--- src/sv/tepq_pkg.sv ---
package tepq_pkg;

	// Fixed sizes of the queue and of one stored event
	localparam int CAPACITY  = 16;
	localparam int TIME_BITS = 32;
	localparam int KIND_BITS = 8;
	localparam int CNT_BITS  = $clog2(CAPACITY + 1);
	localparam int PTR_BITS  = $clog2(CAPACITY);

	localparam logic [PTR_BITS-1:0] PTR_LAST = PTR_BITS'(CAPACITY - 1);
	localparam logic [CNT_BITS-1:0] CNT_FULL = CNT_BITS'(CAPACITY);

	// Request codes
	localparam logic [1:0] REQ_INSERT = 2'd0;
	localparam logic [1:0] REQ_POP    = 2'd1;
	localparam logic [1:0] REQ_QUERY  = 2'd2;

	typedef struct packed {
		logic [1:0]           req_type;
		logic [KIND_BITS-1:0] event_kind;
		logic [TIME_BITS-1:0] event_due;
		logic [TIME_BITS-1:0] now_time;
	} req_t;

	typedef struct packed {
		logic                 out_valid;
		logic [KIND_BITS-1:0] out_kind;
		logic [TIME_BITS-1:0] out_due;
		logic                 head_ready;
		logic [CNT_BITS-1:0]  entry_total;
		logic                 is_empty;
		logic                 insert_dropped;
	} rsp_t;

	// One stored event
	typedef struct packed {
		logic [KIND_BITS-1:0] kind;
		logic [TIME_BITS-1:0] due;
	} entry_t;

	typedef enum logic [2:0] {
		ST_IDLE,
		ST_INS_RD,
		ST_INS_WALK,
		ST_INS_PUT,
		ST_POP_RD,
		ST_POP_LD,
		ST_DONE
	} state_t;

	// Controller to datapath
	typedef struct packed {
		logic capture;
		logic ins_start;
		logic walk;
		logic put;
		logic pop_start;
		logic pop_load;
		logic finish;
	} cmd_t;

	// Datapath to controller
	typedef struct packed {
		logic count_zero;
		logic full;
		logic walk_greater;
		logic walk_last;
		logic rsp_free;
	} sts_t;

	// Circular slot pointer steps
	function automatic logic [PTR_BITS-1:0] ptr_next(input logic [PTR_BITS-1:0] p);
		return (p == PTR_LAST) ? '0 : p + 1'b1;
	endfunction

	function automatic logic [PTR_BITS-1:0] ptr_prev(input logic [PTR_BITS-1:0] p);
		return (p == '0) ? PTR_LAST : p - 1'b1;
	endfunction

endpackage

--- src/sv/tepq_ram.sv ---
module tepq_ram #(
	parameter int WIDTH = 40,
	parameter int DEPTH = 16
) (
	input  logic                     clk,
	input  logic                     we,
	input  logic [$clog2(DEPTH)-1:0] waddr,
	input  logic [WIDTH-1:0]         wdata,
	input  logic [$clog2(DEPTH)-1:0] raddr,
	output logic [WIDTH-1:0]         rdata
);

	logic [WIDTH-1:0] mem [DEPTH];

	// One write port, one registered read port
	always_ff @(posedge clk) begin
		if (we) begin
			mem[waddr] <= wdata;
		end
		rdata <= mem[raddr];
	end

endmodule

--- src/sv/tepq_ctrl.sv ---
module tepq_ctrl
	import tepq_pkg::*;
(
	input  logic       clk,
	input  logic       arst_n,
	input  logic       req_valid,
	input  logic [1:0] req_type,
	input  sts_t       sts,
	output logic       req_ready,
	output cmd_t       cmd
);

	state_t state_q, state_d;

	always_ff @(posedge clk or negedge arst_n) begin
		if (!arst_n) begin
			state_q <= ST_IDLE;
		end else begin
			state_q <= state_d;
		end
	end

	// Next state
	always_comb begin
		state_d = state_q;
		case (state_q)
			ST_IDLE: begin
				if (req_valid) begin
					case (req_type)
						REQ_INSERT: state_d = sts.full ? ST_DONE : ST_INS_RD;
						REQ_POP:    state_d = sts.count_zero ? ST_DONE : ST_POP_RD;
						default:    state_d = ST_DONE;
					endcase
				end
			end
			ST_INS_RD:   state_d = sts.count_zero ? ST_DONE : ST_INS_WALK;
			ST_INS_WALK: begin
				if (!sts.walk_greater) begin
					state_d = ST_DONE;
				end else if (sts.walk_last) begin
					state_d = ST_INS_PUT;
				end
			end
			ST_INS_PUT:  state_d = ST_DONE;
			ST_POP_RD:   state_d = ST_POP_LD;
			ST_POP_LD:   state_d = ST_DONE;
			ST_DONE:     state_d = sts.rsp_free ? ST_IDLE : ST_DONE;
			default:     state_d = ST_IDLE;
		endcase
	end

	// Commands
	always_comb begin
		cmd       = '0;
		req_ready = 1'b0;
		case (state_q)
			ST_IDLE: begin
				req_ready   = 1'b1;
				cmd.capture = req_valid;
			end
			ST_INS_RD:   cmd.ins_start = 1'b1;
			ST_INS_WALK: cmd.walk      = 1'b1;
			ST_INS_PUT:  cmd.put       = 1'b1;
			ST_POP_RD:   cmd.pop_start = 1'b1;
			ST_POP_LD:   cmd.pop_load  = 1'b1;
			ST_DONE:     cmd.finish    = sts.rsp_free;
			default:     cmd           = '0;
		endcase
	end

endmodule

--- src/sv/tepq_dpath.sv ---
module tepq_dpath
	import tepq_pkg::*;
(
	input  logic clk,
	input  logic arst_n,
	input  req_t req_data,
	input  cmd_t cmd,
	output sts_t sts,
	output logic rsp_valid,
	input  logic rsp_ready,
	output rsp_t rsp_data
);

	// Control registers
	logic [CNT_BITS-1:0] count_q;
	logic [PTR_BITS-1:0] head_ptr_q;
	logic [PTR_BITS-1:0] tail_ptr_q;
	logic                rsp_full_q;

	// Payload registers
	req_t                req_q;
	logic                drop_q;
	logic                pop_hit_q;
	entry_t              pop_entry_q;
	entry_t              head_q;
	logic [PTR_BITS-1:0] kp_q;
	logic [PTR_BITS-1:0] wp_q;
	logic [PTR_BITS-1:0] k_q;
	rsp_t                rsp_q;

	// Slot memory
	logic                ram_we;
	logic [PTR_BITS-1:0] ram_waddr;
	logic [PTR_BITS-1:0] ram_raddr;
	entry_t              ram_wdata;
	entry_t              ram_rdata;
	entry_t              new_entry;
	logic                first_write;
	logic                walk_greater;
	logic                nonempty;
	logic                is_pop;
	rsp_t                rsp_d;

	assign new_entry    = '{kind: req_q.event_kind, due: req_q.event_due};
	assign nonempty     = (count_q != '0);
	assign first_write  = cmd.ins_start && !nonempty;
	assign walk_greater = (ram_rdata.due > req_q.event_due);
	assign is_pop       = (req_q.req_type == REQ_POP);

	assign sts.count_zero   = !nonempty;
	assign sts.full         = (count_q >= CNT_FULL);
	assign sts.walk_greater = walk_greater;
	assign sts.walk_last    = (k_q == '0);
	assign sts.rsp_free     = !rsp_full_q || rsp_ready;

	// Memory port selection
	always_comb begin
		ram_we    = first_write || cmd.walk || cmd.put;
		ram_waddr = (cmd.walk || cmd.put) ? wp_q : tail_ptr_q;
		ram_wdata = (cmd.walk && walk_greater) ? ram_rdata : new_entry;
		if (cmd.ins_start) begin
			ram_raddr = ptr_prev(tail_ptr_q);
		end else if (cmd.walk) begin
			ram_raddr = ptr_prev(kp_q);
		end else begin
			ram_raddr = ptr_next(head_ptr_q);
		end
	end

	tepq_ram #(
		.WIDTH($bits(entry_t)),
		.DEPTH(CAPACITY)
	) u_ram (
		.clk  (clk),
		.we   (ram_we),
		.waddr(ram_waddr),
		.wdata(ram_wdata),
		.raddr(ram_raddr),
		.rdata(ram_rdata)
	);

	// Count and ring pointers
	always_ff @(posedge clk or negedge arst_n) begin
		if (!arst_n) begin
			count_q    <= '0;
			head_ptr_q <= '0;
			tail_ptr_q <= '0;
		end else if (cmd.ins_start) begin
			count_q    <= count_q + 1'b1;
			tail_ptr_q <= ptr_next(tail_ptr_q);
		end else if (cmd.pop_start) begin
			count_q    <= count_q - 1'b1;
			head_ptr_q <= ptr_next(head_ptr_q);
		end
	end

	// Transaction capture, insertion walk and head mirror
	always_ff @(posedge clk) begin
		if (cmd.capture) begin
			req_q     <= req_data;
			drop_q    <= (req_data.req_type == REQ_INSERT) && sts.full;
			pop_hit_q <= 1'b0;
		end
		if (cmd.ins_start) begin
			kp_q <= ptr_prev(tail_ptr_q);
			wp_q <= tail_ptr_q;
			k_q  <= PTR_BITS'(count_q - 1'b1);
		end
		if (cmd.walk && walk_greater) begin
			wp_q <= kp_q;
			kp_q <= ptr_prev(kp_q);
			k_q  <= k_q - 1'b1;
		end
		if (first_write || cmd.put) begin
			head_q <= new_entry;
		end else if (cmd.pop_load) begin
			head_q <= ram_rdata;
		end
		if (cmd.pop_start) begin
			pop_hit_q   <= 1'b1;
			pop_entry_q <= head_q;
		end
		if (cmd.finish) begin
			rsp_q <= rsp_d;
		end
	end

	// Result fields
	always_comb begin
		rsp_d.out_valid      = is_pop ? pop_hit_q : nonempty;
		rsp_d.out_kind       = '0;
		rsp_d.out_due        = '0;
		if (is_pop && pop_hit_q) begin
			rsp_d.out_kind = pop_entry_q.kind;
			rsp_d.out_due  = pop_entry_q.due;
		end else if (!is_pop && nonempty) begin
			rsp_d.out_kind = head_q.kind;
			rsp_d.out_due  = head_q.due;
		end
		rsp_d.head_ready     = nonempty && (head_q.due <= req_q.now_time);
		rsp_d.entry_total    = count_q;
		rsp_d.is_empty       = !nonempty;
		rsp_d.insert_dropped = drop_q;
	end

	// Output register occupancy
	always_ff @(posedge clk or negedge arst_n) begin
		if (!arst_n) begin
			rsp_full_q <= 1'b0;
		end else if (cmd.finish) begin
			rsp_full_q <= 1'b1;
		end else if (rsp_ready) begin
			rsp_full_q <= 1'b0;
		end
	end

	assign rsp_valid = rsp_full_q;
	assign rsp_data  = rsp_q;

endmodule

--- src/sv/timed_event_priority_queue_top.sv ---
// Channel   Direction  Handshake             Payload
// request   in         req_valid/req_ready   req_data  (req_t)
// response  out        rsp_valid/rsp_ready   rsp_data  (rsp_t)
//
// One transaction at a time. Query, refused insert and empty pop go straight
// to the response register. Pop takes a head step plus one slot memory read
// for the new head. Insert walks the stored events later than the new one,
// one slot per cycle with one read and one write of the slot memory, and
// writes the new event into the slot where the walk stops.
// Reset clears the count, pointers, output register occupancy and controller
// state; slot contents need no clearing. A new request is taken while an
// earlier response waits in the output register; a stalled response holds the controller in its final state.
module timed_event_priority_queue_top
	import tepq_pkg::*;
(
	input  logic clk,
	input  logic arst_n,
	input  logic req_valid,
	output logic req_ready,
	input  req_t req_data,
	output logic rsp_valid,
	input  logic rsp_ready,
	output rsp_t rsp_data
);

	cmd_t cmd;
	sts_t sts;

	tepq_ctrl u_ctrl (
		.clk      (clk),
		.arst_n   (arst_n),
		.req_valid(req_valid),
		.req_type (req_data.req_type),
		.sts      (sts),
		.req_ready(req_ready),
		.cmd      (cmd)
	);

	tepq_dpath u_dpath (
		.clk      (clk),
		.arst_n   (arst_n),
		.req_data (req_data),
		.cmd      (cmd),
		.sts      (sts),
		.rsp_valid(rsp_valid),
		.rsp_ready(rsp_ready),
		.rsp_data (rsp_data)
	);

endmodule

--- config.mk ---
export PLATFORM = sky130hd
export DESIGN_NAME = timed_event_priority_queue_top
export DESIGN_NICKNAME = d
export VERILOG_FILES = /design/src/sv/tepq_pkg.sv /design/src/sv/tepq_ram.sv /design/src/sv/tepq_ctrl.sv /design/src/sv/tepq_dpath.sv /design/src/sv/timed_event_priority_queue_top.sv
export SDC_FILE = /design/constraint.sdc
export NUM_CORES = 1
export LEC_CHECK = 0
export ABC_CLOCK_PERIOD_IN_PS = 14350
export BUFFER_PORTS_ARGS = -buffer_cell sky130_fd_sc_hd__buf_2
export CAP_MARGIN = 15
export CORE_MARGIN = 10
export CORE_UTILIZATION = 66
export CTS_BUF_LIST = sky130_fd_sc_hd__clkbuf_16
export CTS_CLUSTER_SIZE = 20
export DETAILED_ROUTE_END_ITERATION = 8
export GPL_TIMING_DRIVEN = 0
export PLACE_DENSITY = 0.91
export SETUP_SLACK_MARGIN = 0.15
export SLEW_MARGIN = 0
export SYNTH_ARGS = -nofsm -noshare
export SYNTH_HDL_FRONTEND = slang
export SYNTH_HIERARCHICAL = 1
export SYNTH_SLANG_ARGS = --single-unit
export TNS_END_PERCENT = 5
--- constraint.sdc ---
create_clock -name clk -period 14.35 [get_ports clk]
set_input_delay 1.435 -clock clk [delete_from_list [all_inputs] [get_ports clk]]
set_output_delay 1.435 -clock clk [all_outputs]
set_load 0.03 [all_outputs]
Word level (Yosys, flattened, before mapping)

Memory sizes are Yosys's and may differ from the RTL's. A register that Yosys moved wholly into a read port is not among the register bits.
Cells that the tools add are included.

Add/subtract/negate cells: 7
Order comparisons: 3
Equality and inequality tests: 12
Mux-type cells: 42
Bitwise gates (word level): 1
Reduce and logical (&&, ||, !) cells: 27

Operator list:

| operator                                                              | number |
|---|---|
| 40-bit 2-to-1 mux                                                     | 5 |
| 4-bit 2-to-1 mux                                                      | 13 |
| 32-bit > comparator                                                   | 1 |
| 32-bit <= comparator                                                  | 1 |
| 3-bit 2-to-1 mux                                                      | 6 |
| 3-bit case mux with 6 select lines                                    | 1 |
| 1-bit 2-to-1 mux                                                      | 13 |
| 4-bit logical NOT                                                     | 3 |
| 4-bit by 1-bit subtractor with 4-bit output, second input constant    | 3 |
| 5-bit 2-to-1 mux                                                      | 2 |
| 3-bit equality test, second input constant                            | 3 |
| 4-bit by 1-bit adder with 4-bit output, second input constant         | 2 |
| 4-bit equality test, second input constant                            | 2 |
| 2-bit nonzero test                                                    | 4 |
| 3-bit by 2-bit equality test with 1-bit output, second input constant | 2 |
| 1-bit logical AND                                                     | 6 |
| 3-bit case mux with 2 select lines                                    | 1 |
| 5-bit by 1-bit adder with 5-bit output, second input constant         | 1 |
| 5-bit greater-or-equal comparator, second input constant              | 1 |
| 1-bit logical OR                                                      | 5 |
| 5-bit nonzero test                                                    | 1 |
| 5-bit by 1-bit subtractor with 5-bit output, second input constant    | 1 |
| 2-bit by 1-bit equality test with 1-bit output, second input constant | 2 |
| 2-bit AND reduction                                                   | 2 |
| other kinds (9)                                                       | 11 |

Flip-flop bits (word level): 234
Bits in writable memories: 640
Logic and storage cells: 118
Memories: 1

Memory list:

| memory            | depth | width | rd ports | clocked after Yosys merged registers in | write ports | RTL line       | text |
|---|---|---|---|---|---|---|---|
| u_dpath.u_ram.mem | 16    | 40    | 1        | 1                                       | 1           | tepq_ram.sv:13 | `logic [WIDTH-1:0] mem [DEPTH];` |

Depth between registers and ports, before layout

Gate-level depths: netlist of run 1.

Depth after elaboration: 7
Depth in mapped cells: 12
Depth with buffers taken out: 11

By module

Netlist of run 1, hierarchy kept.

Modules (own cells, without submodules):

| module     | times used | cells each | area each (um2) |
|---|---|---|---|
| tepq_ram   | 1          | 1040       | 25131.6 |
| tepq_dpath | 1          | 769        | 10877.9 |
| tepq_ctrl  | 1          | 36         | 291.5 |

Worst setup path after synthesis of run 1

OpenSTA, ideal clock, no wires.

Path kind: register to register
From: register u_dpath.count_q[0]
To: memory u_dpath.u_ram.mem[0][0] (enable)
Arrival: 5218 ps
Required time: 13863 ps
Setup slack: 8645 ps
Cell stages (with the launch flop): 9
Buffers on the path: 1
Clock period less this slack: 5705 ps
Cell sequence: dfrtp_1 inv_1 ha_1 nor4b_1 a21oi_1 clkbuf_1 nand2b_1 or3b_2 nor3_1

RTL lines:

| what                     | RTL line         | text |
|---|---|---|
| start: declaration       | tepq_dpath.sv:15 | `logic [CNT_BITS-1:0] count_q;` |
| start signal: assignment | tepq_dpath.sv:89 | `count_q <= count_q + 1'b1;` |
| start signal: assignment | tepq_dpath.sv:92 | `count_q <= count_q - 1'b1;` |
| end: declaration         | tepq_ram.sv:13   |  |

==> impl_metrics.env, run 1 <==
export IMPL_worstMarginPinSlew_ns=1.09
export IMPL_drtIter0Drc=3307
export IMPL_pin_count=129
export IMPL_root_buffer="clkbuf_16"
export IMPL_area_growth_pct=14.0
export IMPL_ys_async_sr_fraction_pct=1.86
export IMPL_cts_sinks=914
export IMPL_hold_viol=0
export IMPL_setup_tns_ns=0
export IMPL_hold_path_class="reg -> reg"
export IMPL_drt_antenna_violating_nets=0
export IMPL_total_power_mw=10.3
export IMPL_synth_area_mm2=0.0363
export IMPL_fmax_mhz=214
export IMPL_drive_gt1_share_pct=23.8
export IMPL_antenna_found_initial=3
export IMPL_die_area_mm2=0.0648
export IMPL_power_leakage_nw=14.7
export IMPL_status="finished, final reports clean"
export IMPL_track_usage_pct=32.2
export IMPL_startpoint_type="flip-flop"
export IMPL_dp_hpwl_mm=58.7
export IMPL_clk_pin_slew_ns=0.07
export IMPL_fin_worst_skew_ns=0.0403
export IMPL_cts_setup_buffers=0
export IMPL_yosysWarnings=6
export IMPL_setup_viol=0
export IMPL_post_cts_resized=0
export IMPL_crit_type="reg -> reg"
export IMPL_hold_buffers=0
export IMPL_die_y_um=255
export IMPL_portBuffers=128
export IMPL_drv_slew=0
export IMPL_htree_levels=3
export IMPL_clk_latency_ns=0.68
export IMPL_fin_crit_ns=4.67
export IMPL_initial_core_util_pct=67.1
export IMPL_gp_congestion=0.892
export IMPL_synthFlopType="edfxtp_1"
export IMPL_overflow=0
export IMPL_crit_arrival_ns=5.19
export IMPL_cp_data_required_time_ns=14.87
export IMPL_max_cap_viol_count=0
export IMPL_grt_pass1_vias=21633
export IMPL_end_kind="flip-flop"
export IMPL_syn_inst=1845
export IMPL_final_common_cell="edfxtp_1"
export IMPL_drc_errors=0
export IMPL_ys_seq_elements=914
export IMPL_min_period_over_period_pct=32.5
export IMPL_max_vdd_ir_drop_uv=168
export IMPL_synth_edf_count=856
export IMPL_syn_area_per_cell_um2=19.7
export IMPL_slew_limit_headroom_pct=27.1
export IMPL_core_area_mm2=0.0541
export IMPL_grt_pass1_wl_mm=148
export IMPL_via_per_inst=7.40
export IMPL_path_max_fanout=10
export IMPL_first_pass_iters=8
export IMPL_die_w_um=255
export IMPL_routed_wl_mm=103
export IMPL_ys_seq_area_share_pct=74.2
export IMPL_cts_tree="done"
export IMPL_final_cell_mix="856 x edfxtp_1, 144 x buf_2, 103 x nand2_1, 100 x mux4_2"
export IMPL_dr_total_vias=21274
export IMPL_drt_wirelength_per_cell_um=35.8
export IMPL_rsz0062_at_grt="no"
export IMPL_layout_nets=2253
export IMPL_grt_max_degree=43
export IMPL_ys_types=59
export IMPL_cts_buffer_depth=3
export IMPL_p_per_area_mw_per_mm2=250
export IMPL_num_rows=85
export IMPL_cts_buffers=86
export IMPL_synth_net_count=1996
## report_power, final
group	internal [mW]	leakage [nW]	total [mW]	switching (mW)
combinational	1.56	4.97	4.09	2.53
sequential	3.65	8.32	3.91	0.262
clock	1.33	1.45	2.34	1.02
total	6.53	14.7	10.3	3.81
## metrics by stage
stage | setup WS, ns | instances | hold WS [ns] | area, µm² | utilization [%]
finish | 9.68 | 2873 | 0.440 | 41400 | 76.5
global route | 9.60 | 2870 | 0.462 | 41400 | 76.5
CTS | 9.85 | 2870 | 0.444 | 41400 | 76.5
detailed placement | 10.08 | 2710 | 0.420 | 38500 | 71.2
global placement | 4.15 | 2669 | 0.426 | 37800 | 69.9
floorplan | 8.64 | 1845 | 0.400 | 36300 | -
## final cells by class
type	instances	area (µm²)
well taps	696	871
multi-input cells	767	8600
fillers	2456	12700
flip-flops and latches	914	27000
repair buffers	169	1230
plain buffers	85	573
clock buffers	89	2230
inverters	79	297
diodes	3	7.51
clock inverters	71	639
## layer usage
metal	wire length (µm)	global-route usage [%]
met2	49100	51.3
met1	32300	39.0
met3	14500	9.54
met4	6980	18.8
met5	35	0
## worst max-delay path, stage by stage, from the launching register on
cell      delay (ns)
dfrtp_1         0.47
buf_2           0.24
nor3b_1         0.41
clkbuf_1        0.46
buf_1           0.43
mux2i_1         0.24
buf_2           0.31
buf_2           0.32
buf_1           0.78
mux4_1          0.48
a22oi_1         0.23
nand2_1         0.12
## cell families after synthesis
group | Yosys count | synth area share [%]
AO/OA/AOI/OAI | 241 | 4.68
XOR/XNOR | 12 | 0.290
adder cells (fa/ha/maj) | 73 | 2.52
buffers and inverters | 164 | 2.40
flip-flops | 914 | 74.2
multiplexers | 228 | 13.0
AND/OR/NAND/NOR | 213 | 2.83
## sequential cells by signal, indices dropped and copies added (netlist names)
name / count
u_dpath/u_ram/mem: 640
u_dpath/rsp_data: 49
u_dpath/head_q: 40
u_dpath/new_entry: 40
u_dpath/pop_entry_q: 40
u_dpath/u_ram/rdata: 40
u_dpath/req_q: 34
u_dpath/count_q: 5
u_dpath/head_ptr_q: 4
u_dpath/k_q: 4
u_dpath/kp_q: 4
u_dpath/tail_ptr_q: 4
u_dpath/wp_q: 4
u_ctrl/state_q: 3
u_dpath/drop_q: 1
u_dpath/pop_hit_q: 1
u_dpath/rsp_valid: 1
## path summary, 6_finish.rpt
kind,endpoint,depth (start not counted),slack [ns],startpoint
max,u_dpath/u_ram/rdata[2],11,9.68,u_ctrl/state_q[2]
min,u_dpath/rsp_data[4],0,0.44,u_dpath/count_q[2]
max reg2reg,u_dpath/u_ram/rdata[2],11,9.68,u_ctrl/state_q[2]
min reg2reg,u_dpath/rsp_data[4],0,0.44,u_dpath/count_q[2]
max in group asynchronous,u_dpath/tail_ptr_q[2],1,13.32,arst_n
min in group asynchronous,u_ctrl/state_q[1],1,0.70,arst_n
## cell usage after synthesis, types with 7 or more instances
cell type	n	area share (%)
mux2_2	17	0.53
a22oi_1	83	1.7
clkbuf_1	48	0.50
nand4_1	16	0.28
mux4_2	100	6.2
ha_1	73	2.5
dfrtp_1	17	1.2
nor2b_1	7	0.12
nand2_1	103	1.1
mux2_4	41	1.7
a21o_1	14	0.29
o21ai_0	49	0.68
mux2i_1	10	0.28
a21oi_1	29	0.40
a22o_1	40	0.97
dfxtp_1	41	2.3
nor3_1	13	0.18
nor2_1	24	0.25
xnor2_1	11	0.27
buf_2	15	0.21
nor3b_1	7	0.14
nand3_1	9	0.12
edfxtp_1	856	71
inv_1	79	0.82
mux4_1	60	4.3
nand2b_1	11	0.19
buf_12	11	0.61
No activity file was read; power rests on OpenSTA's default activity.
==> run 2: changes to the inputs <==
--- a/config.mk
+++ b/config.mk
@@ -5,16 +5,16 @@
 export SDC_FILE = /design/constraint.sdc
 export NUM_CORES = 1
 export LEC_CHECK = 0
-export ABC_CLOCK_PERIOD_IN_PS = 14350
+export ABC_CLOCK_PERIOD_IN_PS = 4190
 export BUFFER_PORTS_ARGS = -buffer_cell sky130_fd_sc_hd__buf_2
 export CAP_MARGIN = 15
 export CORE_MARGIN = 10
-export CORE_UTILIZATION = 66
+export CORE_UTILIZATION = 56
 export CTS_BUF_LIST = sky130_fd_sc_hd__clkbuf_16
 export CTS_CLUSTER_SIZE = 20
 export DETAILED_ROUTE_END_ITERATION = 8
 export GPL_TIMING_DRIVEN = 0
-export PLACE_DENSITY = 0.91
+export PLACE_DENSITY = 0.83
 export SETUP_SLACK_MARGIN = 0.15
 export SLEW_MARGIN = 0
 export SYNTH_ARGS = -nofsm -noshare
==> constraint.sdc (replaced) <==
create_clock -name clk -period 4.19 [get_ports clk]
set_input_delay 0.419 -clock clk [delete_from_list [all_inputs] [get_ports clk]]
set_output_delay 0.419 -clock clk [all_outputs]
set_load 0.03 [all_outputs]
==> run 2 against run 1 <==
Net effect:
- non-clock buffer count rose by 78
- routed wire length fell by 4.6%
- design area rose by 3.3%
- critical path depth fell by 3
- die area rose by 16%
- maximum frequency rose by 16%
- sequential cell count did not move
- combinational power rose to 3.4 times the previous value
- critical path type unchanged
- final cell count rose by 8.5%
- via count fell by 3.5%
- core utilization fell by 10 points
- sequential share of layout area fell by 2.1 points
==> impl_metrics.env, run 2 (synthesis results as in run 1) <==
export IMPL_status="finished, final reports clean"
export IMPL_seqPwrFrac_pct=37.7
export IMPL_first_pass_iters=6
export IMPL_power_internal_mw=22.6
export IMPL_place_area_mm2=0.0389
export IMPL_slew_limit_headroom_pct=30.3
export IMPL_cts_buffers=90
export IMPL_drt_wirelength_per_cell_um=31.5
export IMPL_rr_startpoint="u_ctrl/state_q[1]"
export IMPL_routed_wl_mm=98.1
export IMPL_num_rows=93
export IMPL_htree_levels=3
export IMPL_cts_tree="done"
export IMPL_gp_congestion=0.893
export IMPL_track_usage_pct=25.9
export IMPL_clk_pin_slew_ns=0.06
export IMPL_path_max_fanout=21
export IMPL_final_cell_mix="856 x edfxtp_1, 145 x buf_2, 103 x nand2_1, 100 x mux4_2, 94 x inv_1"
export IMPL_setup_viol=0
export IMPL_pin_count=129
export IMPL_hold_path_startpoint="req_data[73]"
export IMPL_grt_pass1_wl_mm=142
export IMPL_hold_path_class="in -> reg"
export IMPL_power_switching_mw=12.7
export IMPL_fin_worst_skew_ns=0.0264
export IMPL_crit_arrival_ns=4.37
export IMPL_startpoint_type="flip-flop"
export IMPL_rsz0062_at_grt="yes"
export IMPL_power_leakage_nw=15.2
export IMPL_worstReg2RegEnd="u_dpath/u_ram/mem[11][13]"
export IMPL_rrSetupSlack_ns=0.17
export IMPL_portBuffers=128
export IMPL_hold_slack_ns=0.0354
export IMPL_crit_type="reg -> reg"
export IMPL_initial_core_util_pct=56.4
export IMPL_r2r_worst_path_cells=8
export IMPL_layout_nets=2337
export IMPL_clk_latency_ns=0.67
export IMPL_slowest_stage="nor2_4"
export IMPL_fin_area_mm2=0.0428
export IMPL_worstMarginPinSlew_ns=1.04
export IMPL_hold_viol=0
export IMPL_combPwrFrac_pct=39.2
export IMPL_dr_total_vias=20529
export IMPL_grt_max_degree=41
export IMPL_p_per_area_mw_per_mm2=824
export IMPL_fmax_mhz=249
export IMPL_critPathMaxStageDelay_ns=0.98
export IMPL_drt_antenna_violating_nets=0
export IMPL_largest_reg_flops=640
export IMPL_cts_buffer_depth=3
export IMPL_drive_gt1_share_pct=24.2
export IMPL_drtIter0Drc=2978
export IMPL_cp_data_required_time_ns=4.54
export IMPL_grt_pass1_vias=21246
export IMPL_antenna_found_initial=1
export IMPL_drc_errors=0
export IMPL_end_kind="flip-flop"
export IMPL_min_to="u_dpath/req_q[73]"
export IMPL_min_period_over_period_pct=96.0
export IMPL_max_vdd_ir_drop_uv=626
export IMPL_max_cap_viol_count=0
export IMPL_holdPathStages=1
export IMPL_cts_sinks=914
export IMPL_path_cells="buf_2 -> nor3b_1 -> buf_2 -> nor2_1 -> mux2_2 -> nand3b_1 -> nor2_4 -> buf_12"
export IMPL_area_growth_pct=17.9
export IMPL_fin_crit_ns=4.02
export IMPL_final_common_cell="edfxtp_1"
export IMPL_via_per_inst=6.59
export IMPL_path_common_cell="buf_2"
export IMPL_drv_slew=0
export IMPL_die_w_um=275
export IMPL_p_clk_share_pct=23.1
export IMPL_dp_hpwl_mm=58.5
export IMPL_root_buffer="clkbuf_16"
export IMPL_sw_frac_of_total_pct=35.9
export IMPL_overflow=0
export IMPL_die_y_um=275
export IMPL_core_area_mm2=0.0643
export IMPL_max_flop_register="u_dpath/u_ram/mem"
export IMPL_die_area_mm2=0.0754
export IMPL_nFillCells=3802
export IMPL_diodes=0
-- run 2: cell types whose count changed in the layout (fill, tap and decap cells not counted), sizes merged --
cell / delta
buf: +4
clkbuf: +2
clkdlybuf4s15: +1
clkinv: -7
clkinvlp: +8
diode: -3
dlygate4sd3: +74
inv: +3
nor2: +2
-- run 2: worst max-delay path, delay by kind of cell, from the launching register on --
family        cells  cell delay [ns]
buf+inv           3             0.74
flops             1             0.45
simple gates      4             2.08
mux               1             0.43
-- run 2: layout make-up --
cell class / instances / area [µm²] / area share [%]
Clock inverter: 75 / 676 / 1.58
Sequential cell: 914 / 27000 / 63.0
Inverter: 79 / 297 / 0.693
Buffer: 85 / 593 / 1.39
Clock buffer: 92 / 2300 / 5.38
Tap cell: 855 / 1070 / 2.50
Timing Repair Buffer: 247 / 2200 / 5.15
Multi-Input combinational cell: 769 / 8690 / 20.3
-- run 2: per-layer routing --
| layer | wire length [µm] | global-route usage [%] | up-vias |
|---|---|---|---|
| met5 | 11 | 0 | - |
| li1 | - | - | 8214 |
| met2 | 48000 | 42.5 | 1592 |
| met1 | 33000 | 31.6 | 10325 |
| met3 | 11500 | 6.82 | 396 |
| met4 | 5540 | 13.2 | 2 |
-- run 2: repair_timing --
action,in CTS,in global routing
pin swaps,10,4
buffers inserted,5,7
setup endpoints to repair,501,1093
gates resized for setup,10,15
endpoints found under the hold margin,90,0
cloned,1,1
hold buffers,74,0
-- run 2: worst max-delay path by stage --
| stage | startpoint | end | slack [ns] | cells after the start |
|---|---|---|---|---|
| after floorplan | u_dpath/count_q[0] | u_dpath/u_ram/mem[1][0] | -0.43 | 8 |
| after CTS | u_dpath/count_q[0] | u_dpath/u_ram/mem[3][1] | 0.01 | 10 |
| after global placement | u_dpath/count_q[0] | u_dpath/u_ram/mem[2][34] | -4.04 | 8 |
| final | u_ctrl/state_q[1] | u_dpath/u_ram/mem[11][13] | 0.17 | 8 |
| after global routing | u_ctrl/state_q[1] | u_dpath/u_ram/rdata[6] | 0.16 | 11 |
| after detailed placement | u_dpath/count_q[0] | u_dpath/u_ram/mem[2][17] | -0.31 | 9 |
-- run 2: per-stage QoR --
step / cells / TNS (ns) / util, % / worst slack (ns) / total power, mW
floorplan: 1845 / -97.70 / - / -0.428 / 21.8
global placement: 2828 / -2300.10 / 59.1 / -4.04 / 25.4
detailed placement: 2861 / -26.34 / 60.4 / -0.311 / 26.3
CTS: 3108 / 0 / 66.3 / 0.0128 / 34.9
global route: 3116 / 0 / 66.5 / 0.156 / 36.3
finish: 3116 / 0 / 66.5 / 0.169 / 35.3
-- run 2: power groups by stage --
stage                     Clock, mW  Combinational [mW]  Sequential, mW
after floorplan                   0                8.32            13.5
final                          8.15                13.8            13.3
after global placement            0                12.0            13.4
after detailed placement          0                12.9            13.4
after global routing           8.57                14.3            13.4
after CTS                      8.21                13.5            13.2
